`src/rtl/crt_pkg.sv`:
```
// crt_pkg: request codes, status codes and payload structs of the client route table.
// No dependencies. Used by crt_cam, crt_resolve and client_route_table.

package crt_pkg;

  typedef enum logic [1:0] {
    REQ_REGISTER  = 2'd0,
    REQ_REMOVE_FD = 2'd1,
    REQ_REMOVE_ID = 2'd2,
    REQ_LOOKUP    = 2'd3
  } req_type_t;

  typedef enum logic [2:0] {
    ST_OK         = 3'd0,
    ST_ID_PRESENT = 3'd1,
    ST_FD_PRESENT = 3'd2,
    ST_FULL       = 3'd3,
    ST_NOT_FOUND  = 3'd4
  } status_t;

  localparam int FD_W = 16;
  localparam int ID_W = 32;

  typedef struct packed {
    req_type_t         req_type;
    logic [FD_W-1:0]   client_fd;
    logic [ID_W-1:0]   src_id;
  } request_t;

  typedef struct packed {
    status_t           status;
    logic [FD_W-1:0]   found_fd;
  } result_t;

endpackage

```
`src/rtl/crt_cam.sv`:
```
// crt_cam: entry storage of the route table with parallel handle and identifier compare.
// Depends on crt_pkg. Updated by set/clear masks from crt_resolve.

module crt_cam #(
  parameter int TABLE_ENTRIES = 16
) (
  input  logic                        clk,
  input  logic                        rst,
  input  crt_pkg::request_t           req,
  input  logic                        wr_en,
  input  logic [TABLE_ENTRIES-1:0]    set_mask,
  input  logic [TABLE_ENTRIES-1:0]    clr_mask,
  output logic [TABLE_ENTRIES-1:0]    valid,
  output logic [TABLE_ENTRIES-1:0]    id_match,
  output logic [TABLE_ENTRIES-1:0]    fd_match,
  output logic [crt_pkg::FD_W-1:0]    found_fd
);

  logic [crt_pkg::FD_W-1:0] entry_handle [TABLE_ENTRIES];
  logic [crt_pkg::ID_W-1:0] entry_ident  [TABLE_ENTRIES];
  logic [TABLE_ENTRIES-1:0] valid_next;

  always_comb begin
    found_fd = '0;
    for (int i = 0; i < TABLE_ENTRIES; i++) begin
      id_match[i] = valid[i] && (entry_ident[i] == req.src_id);
      fd_match[i] = valid[i] && (entry_handle[i] == req.client_fd);
      // at most one identifier hit, so an OR picks the paired handle
      found_fd    = found_fd | (entry_handle[i] & {crt_pkg::FD_W{id_match[i]}});
    end
  end

  assign valid_next = (valid & ~clr_mask) | set_mask;

  always_ff @(posedge clk) begin
    if (rst) begin
      valid <= '0;
    end else if (wr_en) begin
      valid <= valid_next;
    end
  end

  always_ff @(posedge clk) begin
    for (int i = 0; i < TABLE_ENTRIES; i++) begin
      if (wr_en && set_mask[i]) begin
        entry_handle[i] <= req.client_fd;
        entry_ident[i]  <= req.src_id;
      end
    end
  end

`ifndef SYNTHESIS
  a_id_unique: assert property (@(posedge clk) disable iff (rst) $onehot0(id_match))
    else $error("more than one entry holds the identifier");
  a_fd_unique: assert property (@(posedge clk) disable iff (rst) $onehot0(fd_match))
    else $error("more than one entry holds the handle");
  a_set_free: assert property (@(posedge clk) disable iff (rst)
    wr_en |-> ($onehot0(set_mask) && ((set_mask & valid) == '0)))
    else $error("register targets a busy slot or several slots");
  a_set_valid: assert property (@(posedge clk) disable iff (rst)
    (wr_en && (|set_mask)) |=> ((valid & $past(set_mask)) != '0))
    else $error("registered slot not marked valid");
`endif

endmodule

```
`src/rtl/crt_resolve.sv`:
```
// crt_resolve: decides status, lookup result and table update for one request.
// Depends on crt_pkg. Consumes the compare vectors of crt_cam.

module crt_resolve #(
  parameter int TABLE_ENTRIES = 16
) (
  input  crt_pkg::request_t           req,
  input  logic [TABLE_ENTRIES-1:0]    valid,
  input  logic [TABLE_ENTRIES-1:0]    id_match,
  input  logic [TABLE_ENTRIES-1:0]    fd_match,
  input  logic [crt_pkg::FD_W-1:0]    found_fd,
  output logic [TABLE_ENTRIES-1:0]    set_mask,
  output logic [TABLE_ENTRIES-1:0]    clr_mask,
  output crt_pkg::result_t            result
);

  logic [TABLE_ENTRIES-1:0] free;
  logic [TABLE_ENTRIES-1:0] first_free;
  logic                     id_hit;
  logic                     fd_hit;

  assign free       = ~valid;
  // isolate lowest set bit: lowest-numbered free slot
  assign first_free = free & (~free + TABLE_ENTRIES'(1));
  assign id_hit     = |id_match;
  assign fd_hit     = |fd_match;

  always_comb begin
    set_mask        = '0;
    clr_mask        = '0;
    result.status   = crt_pkg::ST_OK;
    result.found_fd = '0;
    case (req.req_type)
      crt_pkg::REQ_REGISTER: begin
        if (id_hit) begin
          result.status = crt_pkg::ST_ID_PRESENT;
        end else if (fd_hit) begin
          result.status = crt_pkg::ST_FD_PRESENT;
        end else if (free == '0) begin
          result.status = crt_pkg::ST_FULL;
        end else begin
          set_mask = first_free;
        end
      end
      crt_pkg::REQ_REMOVE_FD: begin
        if (fd_hit) clr_mask = fd_match;
        else        result.status = crt_pkg::ST_NOT_FOUND;
      end
      crt_pkg::REQ_REMOVE_ID: begin
        if (id_hit) clr_mask = id_match;
        else        result.status = crt_pkg::ST_NOT_FOUND;
      end
      crt_pkg::REQ_LOOKUP: begin
        if (id_hit) result.found_fd = found_fd;
        else        result.status   = crt_pkg::ST_NOT_FOUND;
      end
      default: begin
        result.status = crt_pkg::ST_NOT_FOUND;
      end
    endcase
  end

endmodule

```
`src/rtl/client_route_table.sv`:
```
// client_route_table: top level, request register, table and result register.
// Depends on crt_pkg, crt_cam and crt_resolve.
//
//  channel | dir | tdata                                 | tuser
//  s_*     | in  | client_fd[15:0], src_id[47:16]        | req_type[1:0]
//  m_*     | out | status[2:0], found_fd[18:3], zero pad | -
//
// One request per cycle while s_tready is high; results come from a result register.
// The table update and the result register load share one edge, so the next
// request already compares against the updated entries.
// rst empties the table by clearing the valid bits.
// A stalled result holds the request register; s_tready drops only when both are full.

module client_route_table #(
  parameter int TABLE_ENTRIES = 16
) (
  input  logic        clk,
  input  logic        rst,
  input  logic        s_tvalid,
  output logic        s_tready,
  input  logic [47:0] s_tdata,   // client_fd[15:0], src_id[47:16]
  input  logic [1:0]  s_tuser,   // req_type[1:0]
  output logic        m_tvalid,
  input  logic        m_tready,
  output logic [23:0] m_tdata    // status[2:0], found_fd[18:3], zero [23:19]
);

  logic                       req_valid;
  crt_pkg::request_t          req;
  logic                       advance;
  logic                       commit;
  logic [TABLE_ENTRIES-1:0]   valid;
  logic [TABLE_ENTRIES-1:0]   id_match;
  logic [TABLE_ENTRIES-1:0]   fd_match;
  logic [crt_pkg::FD_W-1:0]   found_fd;
  logic [TABLE_ENTRIES-1:0]   set_mask;
  logic [TABLE_ENTRIES-1:0]   clr_mask;
  crt_pkg::result_t           result_next;
  crt_pkg::result_t           result;

  assign advance  = !m_tvalid || m_tready;
  assign commit   = req_valid && advance;
  assign s_tready = advance || !req_valid;

  always_ff @(posedge clk) begin
    if (rst) begin
      req_valid <= 1'b0;
    end else if (s_tready) begin
      req_valid <= s_tvalid;
    end
  end

  always_ff @(posedge clk) begin
    if (s_tready && s_tvalid) begin
      req.req_type  <= crt_pkg::req_type_t'(s_tuser);
      req.client_fd <= s_tdata[15:0];
      req.src_id    <= s_tdata[47:16];
    end
  end

  crt_cam #(
    .TABLE_ENTRIES(TABLE_ENTRIES)
  ) u_cam (
    .clk      (clk),
    .rst      (rst),
    .req      (req),
    .wr_en    (commit),
    .set_mask (set_mask),
    .clr_mask (clr_mask),
    .valid    (valid),
    .id_match (id_match),
    .fd_match (fd_match),
    .found_fd (found_fd)
  );

  crt_resolve #(
    .TABLE_ENTRIES(TABLE_ENTRIES)
  ) u_resolve (
    .req      (req),
    .valid    (valid),
    .id_match (id_match),
    .fd_match (fd_match),
    .found_fd (found_fd),
    .set_mask (set_mask),
    .clr_mask (clr_mask),
    .result   (result_next)
  );

  always_ff @(posedge clk) begin
    if (rst) begin
      m_tvalid <= 1'b0;
    end else if (advance) begin
      m_tvalid <= req_valid;
    end
  end

  always_ff @(posedge clk) begin
    if (commit) begin
      result <= result_next;
    end
  end

  assign m_tdata = {5'b0, result.found_fd, result.status};

endmodule

```
`config.mk`:
```
export PLATFORM = sky130hd
export DESIGN_NAME = client_route_table
export DESIGN_NICKNAME = d
export VERILOG_FILES = /design/src/rtl/crt_pkg.sv /design/src/rtl/crt_cam.sv /design/src/rtl/crt_resolve.sv /design/src/rtl/client_route_table.sv
export SDC_FILE = /design/constraint.sdc
export NUM_CORES = 1
export LEC_CHECK = 0
export BUFFER_PORTS_ARGS = -buffer_cell sky130_fd_sc_hd__buf_2
export CAP_MARGIN = 20
export CORE_ASPECT_RATIO = 0.5
export CORE_MARGIN = 4
export CORE_UTILIZATION = 40
export DETAILED_ROUTE_END_ITERATION = 6
export GPL_TIMING_DRIVEN = 0
export PLACE_DENSITY = 0.65
export SLEW_MARGIN = 20
export SYNTH_ARGS = -nofsm -noshare
export SYNTH_HDL_FRONTEND = slang
export SYNTH_SLANG_ARGS = --single-unit
export TNS_END_PERCENT = 1
```
`constraint.sdc`:
```
create_clock -name clk -period 7.4 [get_ports clk]
set_input_delay 0.37 -clock clk [delete_from_list [all_inputs] [get_ports clk]]
set_output_delay 0.37 -clock clk [all_outputs]
set_load 0.03 [all_outputs]
```
* After elaboration in Yosys (flattened, before gate mapping)
Memory sizes are Yosys's and may differ from the RTL's.
Index checks and enable logic that the tools add are counted.
** Word-level totals
- Flip-flop bits (word level) :: 87
- Bits in latches :: 0
- RAM bits :: 768
- Bits in read-only memories :: 0
- Input bits :: 54
- Output and inout bits :: 26
- Word-level logic and storage cells :: 308
- Memories :: 2
** Cells by class
- $add $sub $neg :: 1
- Multipliers :: 0
- Divide/modulo/power cells :: 0
- $lt $le $gt $ge :: 0
- Equality and inequality tests :: 35
- Shift-type cells :: 0
- Mux-type cells :: 135
- Bitwise operators :: 37
- Reduce and logical (&&, ||, !) cells :: 90
** Memories
- u_cam.entry_ident :: words 16, bits a word 32, rd ports 16, clocked after Yosys merged registers in 0, wr ports 1, RTL line crt_cam.sv:20 : logic [crt_pkg::ID_W-1:0] entry_ident [TABLE_ENTRIES];
- u_cam.entry_handle :: words 16, bits a word 16, rd ports 16, clocked after Yosys merged registers in 0, wr ports 1, RTL line crt_cam.sv:19 : logic [crt_pkg::FD_W-1:0] entry_handle [TABLE_ENTRIES];
** Operator list (number)
- $eq A32 B32 Y1 :: 16
- $mux W32 :: 15
- $reduce_or A32 Y1 :: 15
- $mux W16 :: 21
- $and A16 B16 Y16 :: 18
- $reduce_or A16 Y1 :: 17
- $eq A16 B16 Y1 :: 16
- $or A16 B16 Y16 :: 16
- $mux W4 :: 30
- $mux W1 :: 62
- $logic_and A1 B1 Y1 :: 50
- $not A16 Y16 :: 3
- $pmux W16 S2 :: 1
- $add A16 B1 Y16 const B :: 1
- $logic_not A16 Y1 :: 1
- $mux W3 :: 4
- $pmux W3 S3 :: 1
- $eq A2 B2 Y1 const B :: 2
- $eq A2 B1 Y1 const B :: 1
- $logic_not A1 Y1 :: 2
- $logic_not A2 Y1 :: 1
- $logic_or A1 B1 Y1 :: 2
- $mux W2 :: 1
- $reduce_and A2 Y1 :: 1
- $reduce_or A2 Y1 :: 1

* Logic depth before layout (Yosys ltp)
Gate-level depths: netlist of run 1.
- Depth after elaboration :: 27
- Mapped depth :: 12
- Gate-level depth less buffers :: 8

* By module
A second synthesis of run 1 with hierarchy kept.
** Second synthesis, totals
- Cells, all modules :: 2991
- Area, all modules :: 40234.8 um^2
** Modules (own cells, without submodules)
- crt_cam :: times used 1, cells each 2793, area an instance 37229.5 um^2, seq. area each 23382.4 um^2
- client_route_table :: times used 1, cells each 85, area an instance 2217.1 um^2, seq. area each 2112.0 um^2
- crt_resolve :: times used 1, cells each 113, area an instance 788.3 um^2, seq. area each 0.0 um^2

* Worst setup path after synthesis of run 1
Ideal clock, no wire load.
- Path kind :: reg-to-reg
- Start point :: register, netlist name req[19]
- End point :: memory u_cam.entry_handle[0][80] in the netlist's numbering (enable)
- Library setup time :: 590 ps
- Arrival :: 7090 ps
- Data required time :: 6810 ps
- Setup slack :: -280 ps
- Stages on the path, launching flop included :: 12
- Path buffers :: 3
- Clock period less this slack :: 7680 ps
- Cell sequence :: edfxtp_1 > buf_2 > buf_6 > xor2_1 > nor4_1 > nand3_1 > nor3_4 > nor4_1 > and4_4 > buf_4 > nand3_2 > nor4b_1
** On the way
- Cells in the longest elaborated chain, start to end :: 24
- Elaborated cells on any way between the ends :: 128
- Those cells by class :: 16 x eq/ne; 64 x mux; 48 x reduce/logical
** Ends and longest elaborated chain
- $eq A32 B32 Y1 :: RTL line crt_cam.sv:26 : id_match[i] = valid[i] && (entry_ident[i] == req.src_id);
- $logic_and A1 B1 Y1 :: RTL line crt_cam.sv:26
- $reduce_or A16 Y1 (*) :: RTL line crt_resolve.sv:25 : assign id_hit = |id_match;
- $mux W16 (*) :: RTL line crt_resolve.sv:35 : if (id_hit) begin
- $mux W16 (*) :: RTL line crt_resolve.sv:33 : case (req.req_type)
- $logic_and A1 B1 Y1 :: RTL line crt_cam.sv:45 : if (wr_en && set_mask[i]) begin
- $mux W1 :: RTL line crt_cam.sv:45
- $mux W1 (not written as such) :: RTL line crt_cam.sv:46 : entry_handle[i] <= req.client_fd;
- $reduce_or A16 Y1 (no line)
- $mux W4 (no line) or $mux W1 (tied branches) (15 in series)
- end, declared :: RTL line crt_cam.sv:19
Every way passes the cells marked *; elsewhere a longest branch is shown, timed or not.

* Worst setup path after layout of run 1
- Start point :: register, netlist name req[18]
- End point :: memory u_cam.entry_ident[1][216] in the netlist's numbering (enable)
** On the way
- Cells in the longest elaborated chain, start to end :: 24
- Elaborated cells on any way between the ends :: 128
- Those cells by class :: 16 x eq/ne; 64 x mux; 48 x reduce/logical
** Ends and longest elaborated chain
- $eq A32 B32 Y1 :: RTL line crt_cam.sv:26
- $logic_and A1 B1 Y1 :: RTL line crt_cam.sv:26
- $reduce_or A16 Y1 (*) :: RTL line crt_resolve.sv:25
- $mux W16 (*) :: RTL line crt_resolve.sv:35
- $mux W16 (*) :: RTL line crt_resolve.sv:33
- $logic_and A1 B1 Y1 :: RTL line crt_cam.sv:45
- $mux W1 :: RTL line crt_cam.sv:45
- $mux W1 (not written as such) :: RTL line crt_cam.sv:47 : entry_ident[i] <= req.src_id;
- $reduce_or A32 Y1 (no line)
- $mux W4 (no line) or $mux W1 (tied branches) (15 in series)
- end, declared :: RTL line crt_cam.sv:20
Marks and branches as above.

==> results of run 1 <==
## layer usage
metal  global-route usage, %  up-vias
met5                       0        -
li1                        -     9734
met1                    33.9    12000
met2                    40.4     1672
met3                    6.95      376
met4                    10.8        0
## registers in the layout, summed over array words and instances (netlist names)
name and flops:
m_tvalid 1, u_cam.entry_handle 256, req 50, m_tdata 19, u_cam.entry_ident 512, req_valid 1, u_cam.valid 16
## logic make-up (layout without fill, tap and decap cells)
| family | after synthesis | after routing |
|---|---|---|
| flip-flops | 855 | 855 |
| AO/OA/AOI/OAI | 205 | 205 |
| AND/OR/NAND/NOR | 408 | 408 |
| adder cells (fa/ha/maj) | 5 | 5 |
| buffers and inverters | 152 | 542 |
| other | 1 | 9 |
| XOR/XNOR | 760 | 760 |
## worst register-to-register path: stages, from the launching register on
cell	delay (ns)
edfxtp_1	1.06
buf_4	0.37
buf_8	0.23
xor2_1	0.09
nor4_1	1.00
nand3_1	0.29
nor3_4	0.81
nor4_1	0.13
and4_4	0.27
buf_4	0.17
nand3_2	0.16
buf_4	0.25
nor4_2	0.12
buf_4	0.21
buf_4	0.17
buf_2	0.18
buf_2	0.20
buf_2	0.20
buf_2	0.20
## how the worst max path moves through the flow
stage	start	endpoint	slack [ns]	cells after the start
after CTS	req[6]	u_cam.entry_ident[1][203]	1.06	18
final	req[18]	u_cam.entry_ident[1][216]	1.03	18
after global routing	req[18]	u_cam.entry_ident[1][208]	0.93	18
after detailed placement	req[6]	u_cam.entry_ident[1][216]	1.08	18
after floorplan	req[19]	u_cam.entry_handle[1][100]	-0.01	12
after global placement	req[28]	u_cam.entry_ident[1][85]	-7.14	12
## per-stage QoR
stage	setup TNS (ns)	instance area (um2)	std cells	power, uW
after floorplan	-2.18	37900	2390	5820
after global placement	-2731.21	39800	3719	6080
after detailed placement	0	41000	3833	6100
after CTS	0	44100	4031	10300
after global routing	0	44200	4035	10500
final	0	44200	4039	10200
## power groups by stage
stage	clock network (uW)	logic [uW]	registers (uW)
4_1_cts	4250	567	5450
3_3_place_gp	0	511	5570
6_report	4210	584	5450
5_1_grt	4460	607	5450
3_5_place_dp	0	542	5560
2_1_floorplan	0	320	5500
## cells in the final DEF, fill, tap and decap left out, types with 15 or more instances in the layout
cell           instances
dlygate4sd3_1         52
buf_2                123
dfxtp_1               18
a22oi_1               37
buf_6                 80
nand3_1               32
nor4_1               160
xnor2_1              180
nand4_1               66
a221oi_1              48
edfxtp_1             837
buf_4                 88
nand2_1               25
clkinv_2              16
inv_1                 15
a22o_1                59
and3_1                24
nor3_1                22
clkbuf_1              23
clkbuf_16             81
xor2_1               580
clkinv_1              20
## timing repair
action / in CTS / in global routing
endpoints found under the hold margin: 52 / 0
hold buffers: 52 / 0
endpoints found under the setup margin: 0 / 0
## layout make-up
class | count | share of cell area [%]
clock buffer | 94 | 4.70
sequential | 855 | 57.7
timing repair buffer | 244 | 4.54
clock inverter | 52 | 1.14
multi-input combinational | 1383 | 25.6
inverter | 16 | 0.142
buffer | 136 | 2.61
tap | 1255 | 3.55
antenna | 4 | 0.0227
==> impl_results.md, run 1 <==
- Largest family of logic cells by synthesized area: XOR/XNOR gates
- Post-synthesis simple-gate area fraction: 6.91%
- Max-cap violations: 0
- Post-CTS resize count: 0
- Area contributors post-synth: edfxtp_1 (66%), xor2_1 (13%), xnor2_1 (4.2%)
- Synth Instances: 2,386
- # fillers: 7,986
- GP Congestion: 1.03
- Headroom to the max-slew limit: 11.0%
- FMAX: 157 MHz
- Most used cell, CP: buf_4
- Leak: 0.0147 uW
- Final Slew Violations: 0
- Min-delay worst type: in -> reg
- Post-CTS Setup Bufs: 0
- Critical Path Max Stage Delay: 1.06 ns
- Top cells by instance count after synthesis: edfxtp_1 (837), xor2_1 (580), xnor2_1 (180)
- Worst Path Required: 7.82 ns
- Critical Path Start Type: register
- Final min period: 6.37 ns
- Mux cell area share after synthesis: 0%
- Worst vdd ir: 0.000139 V
- Total CTS buffers: 80
- Initial core utilization: 40.5%
- Initial DRC Count: 4,030
- Library cells used by synthesis: 64
- Vias: 23,700
- Syn Area/Cell: 15.9 um2
- Vias in the first global route: 22,800
- Total gr overflow: 0
- Cells on Worst Hold Path: 4
- Share of layout cells above drive strength 1: 17.3%
- Die Y: 226 um
- Worst setup path category: reg -> reg
- Storage cell area: 0.0255 mm2
- Dpl hpwl: 89,200 um
- Pwr/cell area: 232 mW/mm2
- Clock tree buffer depth: 3
- Synth Area in XOR/XNOR: 17.6%
- Ys async rst share: 0%
- H-tree depth: 3
- Sequential fraction of the synthesis area: 67.3%
- Unrepaired setup endpoints after global routing: no
- Outcome: complete, no violations
- Worst Setup Slack, final: 1.03 ns
- Fin crit share: 86.1%
- CTS clk-pin slew, worst paths: 0.06 ns
- Core area: 0.0934 mm2
- Hold WS: 0.122 ns
- Slowest CP cell: edfxtp_1
- Clk_lat worst skew: 0.68 ns
- CP max FO: 17
- Initial antenna violation count: 8
- Multi-input logic area: 0.0113 mm2
- Number of synthesized flops with an enable pin: 837
- CTS root buffer: clkbuf_16
- Die ar.: 0.0999 mm2
- Switching part of the total power: 22.7%
- FF-to-FF Start: req[18]
- #FFs+latches synth: 855
- Hold EP: u_cam.valid[7]
- CTS tree: yes
- Final hold vios: 0
- Crit path cell chain: buf_4 -> buf_8 -> xor2_1 -> nor4_1 -> nand3_1 -> nor3_4 -> nor4_1 -> and4_4 -> buf_4 -> nand3_2 -> buf_4 -> nor4_2 -> buf_4 -> buf_4 -> buf_2 -> buf_2 -> buf_2 -> buf_2
- Clock sink count: 855
- Int Power: 7910 uW
- Comb power frac: 5.7%
- I/O pin total: 80
- Net Switching: 2330 uW
- Clock skew: 0.0207 ns
- Max Used Layer: met4
- Clock power share: 41.1%
- First-pass GRT wire length: 178,000 um
- Synth Warn #: 0
- Metal2 WL: 58,700 um
- Synth top area share: 66.4%
- Synth Cell Area: 0.0379 mm2
- Routed WL per cell: 32.4 um
- NumNets Final: 2,775
- Hold wc startpoint: rst
- Worst R2R Path Depth: 18
- DR WL met3: 15,300 um
- Compound-Gate Fraction of Synth Area: 4.79%
- Sequential share of power: 53.2%
- DRC: 0
- Total Wirelength: 131,000 um
- Fraction of the mapped netlist area in adder cells: 0.165%
- Worst Setup End Kind: register
- M1 WL: 50,300 um
- CP Buf/Inv Count: 10
- Average vias per placed instance: 5.88
- Endpoints failing setup: 0
- Worst R2R End: u_cam.entry_ident[1][216]
- Die width: 443 um
- Largest net degree at the start of global routing: 34
- Rows: 79
- Worst slack, placed: 1.08 ns
- Router iterations before antenna repair: 6
- Primary FF master, synth: edfxtp_1
- Yosys top cell by area: edfxtp_1
- Worst Tran Pin Value: 1.32 ns
- I/O Buffers: 74
- Most frequent cell after synthesis: edfxtp_1
- Tot GR Track Use: 25.7%
- Family with the most delay on the worst path: simple AND/OR/NAND/NOR gates
- ANT nets after route: 0
- Layout area overhead: 16.7%
- Post-Route Utilization: 47.3%
- Reg2Reg Setup Slack: 1.03 ns
- CP arrival: 6.79 ns
Note: power is estimated with default switching activity, not from simulation.
==> run 2: changes to the inputs <==
--- a/config.mk
+++ b/config.mk
@@ -7,8 +7,7 @@
 export LEC_CHECK = 0
 export BUFFER_PORTS_ARGS = -buffer_cell sky130_fd_sc_hd__buf_2
 export CAP_MARGIN = 20
-export CORE_ASPECT_RATIO = 0.5
-export CORE_MARGIN = 4
+export CORE_ASPECT_RATIO = 0.8
 export CORE_UTILIZATION = 40
 export DETAILED_ROUTE_END_ITERATION = 6
 export GPL_TIMING_DRIVEN = 0
==> run 2 against run 1 <==
Compared with the run above: sequential share of layout area decreased by 0.42 points; critical path depth is 2 lower; sequential power about the same; critical path type unchanged; largest cell class unchanged; wire length rose by 5.0%; worst hold slack gained 0.052 ns.
==> impl_results.md, run 2 (synthesized netlist as in run 1, its figures left out) <==
- Min-delay worst type: in -> reg
- Largest regs: u_cam.entry_ident x512, u_cam.entry_handle x256, req x50
- Clk_lat worst skew: 0.66 ns (-0.02 ns)
- ANT nets after route: 0 (unchanged)
- Initial antenna violation count: 14 (+6)
- GP Congestion: 1.05 (+1.2%)
- Worst Setup Slack, final: 1.25 ns (+0.221 ns)
- Worst setup path category: reg -> reg
- Worst slack, placed: 1.24 ns (+0.159 ns)
- First-pass GRT wire length: 186,000 um (+4.2%)
- Share of layout cells above drive strength 1: 17.7% (+0.38 points)
- CTS root buffer: clkbuf_16
- Layout area overhead: 17.6%
- Vias: 24,400 (+2.8%)
- Clock tree buffer depth: 3 (unchanged)
- Router iterations before antenna repair: 5 (-1)
- Total gr overflow: 0 (unchanged)
- Tot GR Track Use: 28.1% (+2.4 points)
- Hold WS: 0.174 ns (+0.0522 ns)
- Core area: 0.0933 mm2 (about the same)
- Initial core utilization: 40.6% (about the same)
- Worst Setup End Kind: register
- Die Y: 277 um (+23%)
- I/O pin total: 80 (unchanged)
- Final Slew Violations: 0 (unchanged)
- Leak: 0.0149 uW (+1.3%)
- FMAX: 163 MHz (+3.6%)
- Max-cap violations: 0 (unchanged)
- Vias in the first global route: 22,600 (-0.65%)
- Commonest non-fill, non-tap cell in the layout: edfxtp_1
- Die width: 346 um (-22%)
- DRC: 0 (unchanged)
- NumNets Final: 2,785 (+0.36%)
- Final hold vios: 0 (unchanged)
- Headroom to the max-slew limit: 9.88% (-1.1 points)
- Worst R2R Path Depth: 16 (-2)
- Critical Path Start Type: register
- Cells on Worst Hold Path: 4 (unchanged)
- Worst vdd ir: 0.000173 V (+24%)
- Register with the most flip-flops: u_cam.entry_ident
- Pwr/cell area: 240 mW/mm2 (+3.4%)
- Largest net degree at the start of global routing: 40 (+18%)
- Outcome: complete, no violations
- Fin crit share: 83.2% (-3.0 points)
- Average vias per placed instance: 6.06 (+3.1%)
- Rows: 100 (+27%)
- Dpl hpwl: 95,800 um (+7.5%)
- Total CTS buffers: 91 (+14%)
- Final min period: 6.15 ns (-0.221 ns)
- Clock skew: 0.0301 ns (+0.00944 ns)
- H-tree depth: 3 (unchanged)
- Worst Path Required: 7.79 ns (-0.03 ns)
- Unrepaired setup endpoints after global routing: no
- Setup TNS: 0 ns (unchanged)
- CP max FO: 17 (unchanged)
- I/O Buffers: 74 (unchanged)
- Max FFs per register: 512 (unchanged)
- Routed WL per cell: 34.2 um (+5.4%)
- Initial DRC Count: 4,445 (+10%)
- CTS tree: yes
- Die ar.: 0.0959 mm2 (-4.0%)
- # fillers: 7,947 (-0.49%)
- Post-CTS resize count: 0 (unchanged)
- Worst Tran Pin Value: 1.35 ns (+0.0353 ns)
- Most frequent cells in the layout: edfxtp_1 (837), xor2_1 (580), xnor2_1 (180)
- Clock sink count: 855 (unchanged)
- CP arrival: 6.55 ns (-0.24 ns)
- Endpoints failing setup: 0 (unchanged)
- Total Wirelength: 138,000 um (+5.0%)
- CTS clk-pin slew, worst paths: 0.06 ns (about the same)
## run 2: changes by cell type in the layout (fill, tap and decap cells not counted), moves of 4 or more
cell	before	now
buf_2	123	137
buf_4	88	73
clkbuf_16	81	92
inv_6	4	0
## run 2: cell type report
class | instances | area [um2] | share of cell area, %
Sequential cell | 855 | 25500 | 57.3
Multi-Input combinational cell | 1383 | 11300 | 25.4
Clock buffer | 106 | 2350 | 5.29
Timing Repair Buffer | 243 | 1980 | 4.46
Tap cell | 1224 | 1530 | 3.44
Buffer | 136 | 1150 | 2.59
Clock inverter | 61 | 633 | 1.42
Inverter | 16 | 62.6 | 0.141
Antenna cell | 1 | 2.50 | 0.00562
## run 2: stage by stage
step / power [uW] / instances / area [um2] / utilization, %
final: 10700 / 4025 / 44500 / 47.7
after detailed placement: 6120 / 3802 / 41000 / 43.9
after floorplan: 5820 / 2390 / 37900 / -
after global routing: 10900 / 4024 / 44500 / 47.7
after CTS: 10700 / 4021 / 44500 / 47.6
after global placement: 6100 / 3688 / 39800 / 42.6
## run 2: worst max-delay path, cell delays in order (launching register included)
cell,delay [ns]
edfxtp_1,1.11
buf_6,0.30
xor2_1,0.09
nor4_1,0.72
nand4_1,0.44
nor3_4,1.09
nor4_1,0.14
and4_4,0.26
buf_4,0.17
nand3_2,0.18
buf_4,0.27
nor4_2,0.11
buf_4,0.20
buf_2,0.18
buf_2,0.19
buf_2,0.20
buf_2,0.20
## run 2: worst paths after layout
path                                 from                      end  slack, ns
worst max-delay path              req[25]  u_cam.entry_ident[1][7]       1.25
worst min-delay path                  rst           u_cam.valid[7]       0.17
worst max register to register    req[25]  u_cam.entry_ident[1][7]       1.25
worst min register to register  req_valid                 m_tvalid       0.56
## run 2: report_power, final
part / internal [uW] / leakage (uW) / total [uW] / switching (uW)
Sequential: 5350 / 0.00771 / 5460 / 109
Clock: 2640 / 0.00145 / 4600 / 1960
Combinational: 206 / 0.00575 / 604 / 398
## run 2: per-layer routing
layer / wire [um] / part of all wire, % / GRT usage, % / vias up
li1: - / - / - / 9769
met1: 56800 / 41 / 41.5 / 12400
met2: 58100 / 42 / 40.7 / 1881
met3: 18100 / 13 / 6.81 / 313
met4: 4500 / 3.3 / 8.62 / 8
met5: 90 / 0.065 / 0 / -
## run 2: repair_timing
action / 4_1_cts / 5_1_grt
endpoints found under the hold margin: 52 / 0
setup endpoints to repair: 0 / 0
hold buffers: 52 / 0
buffers inserted: 0 / 0
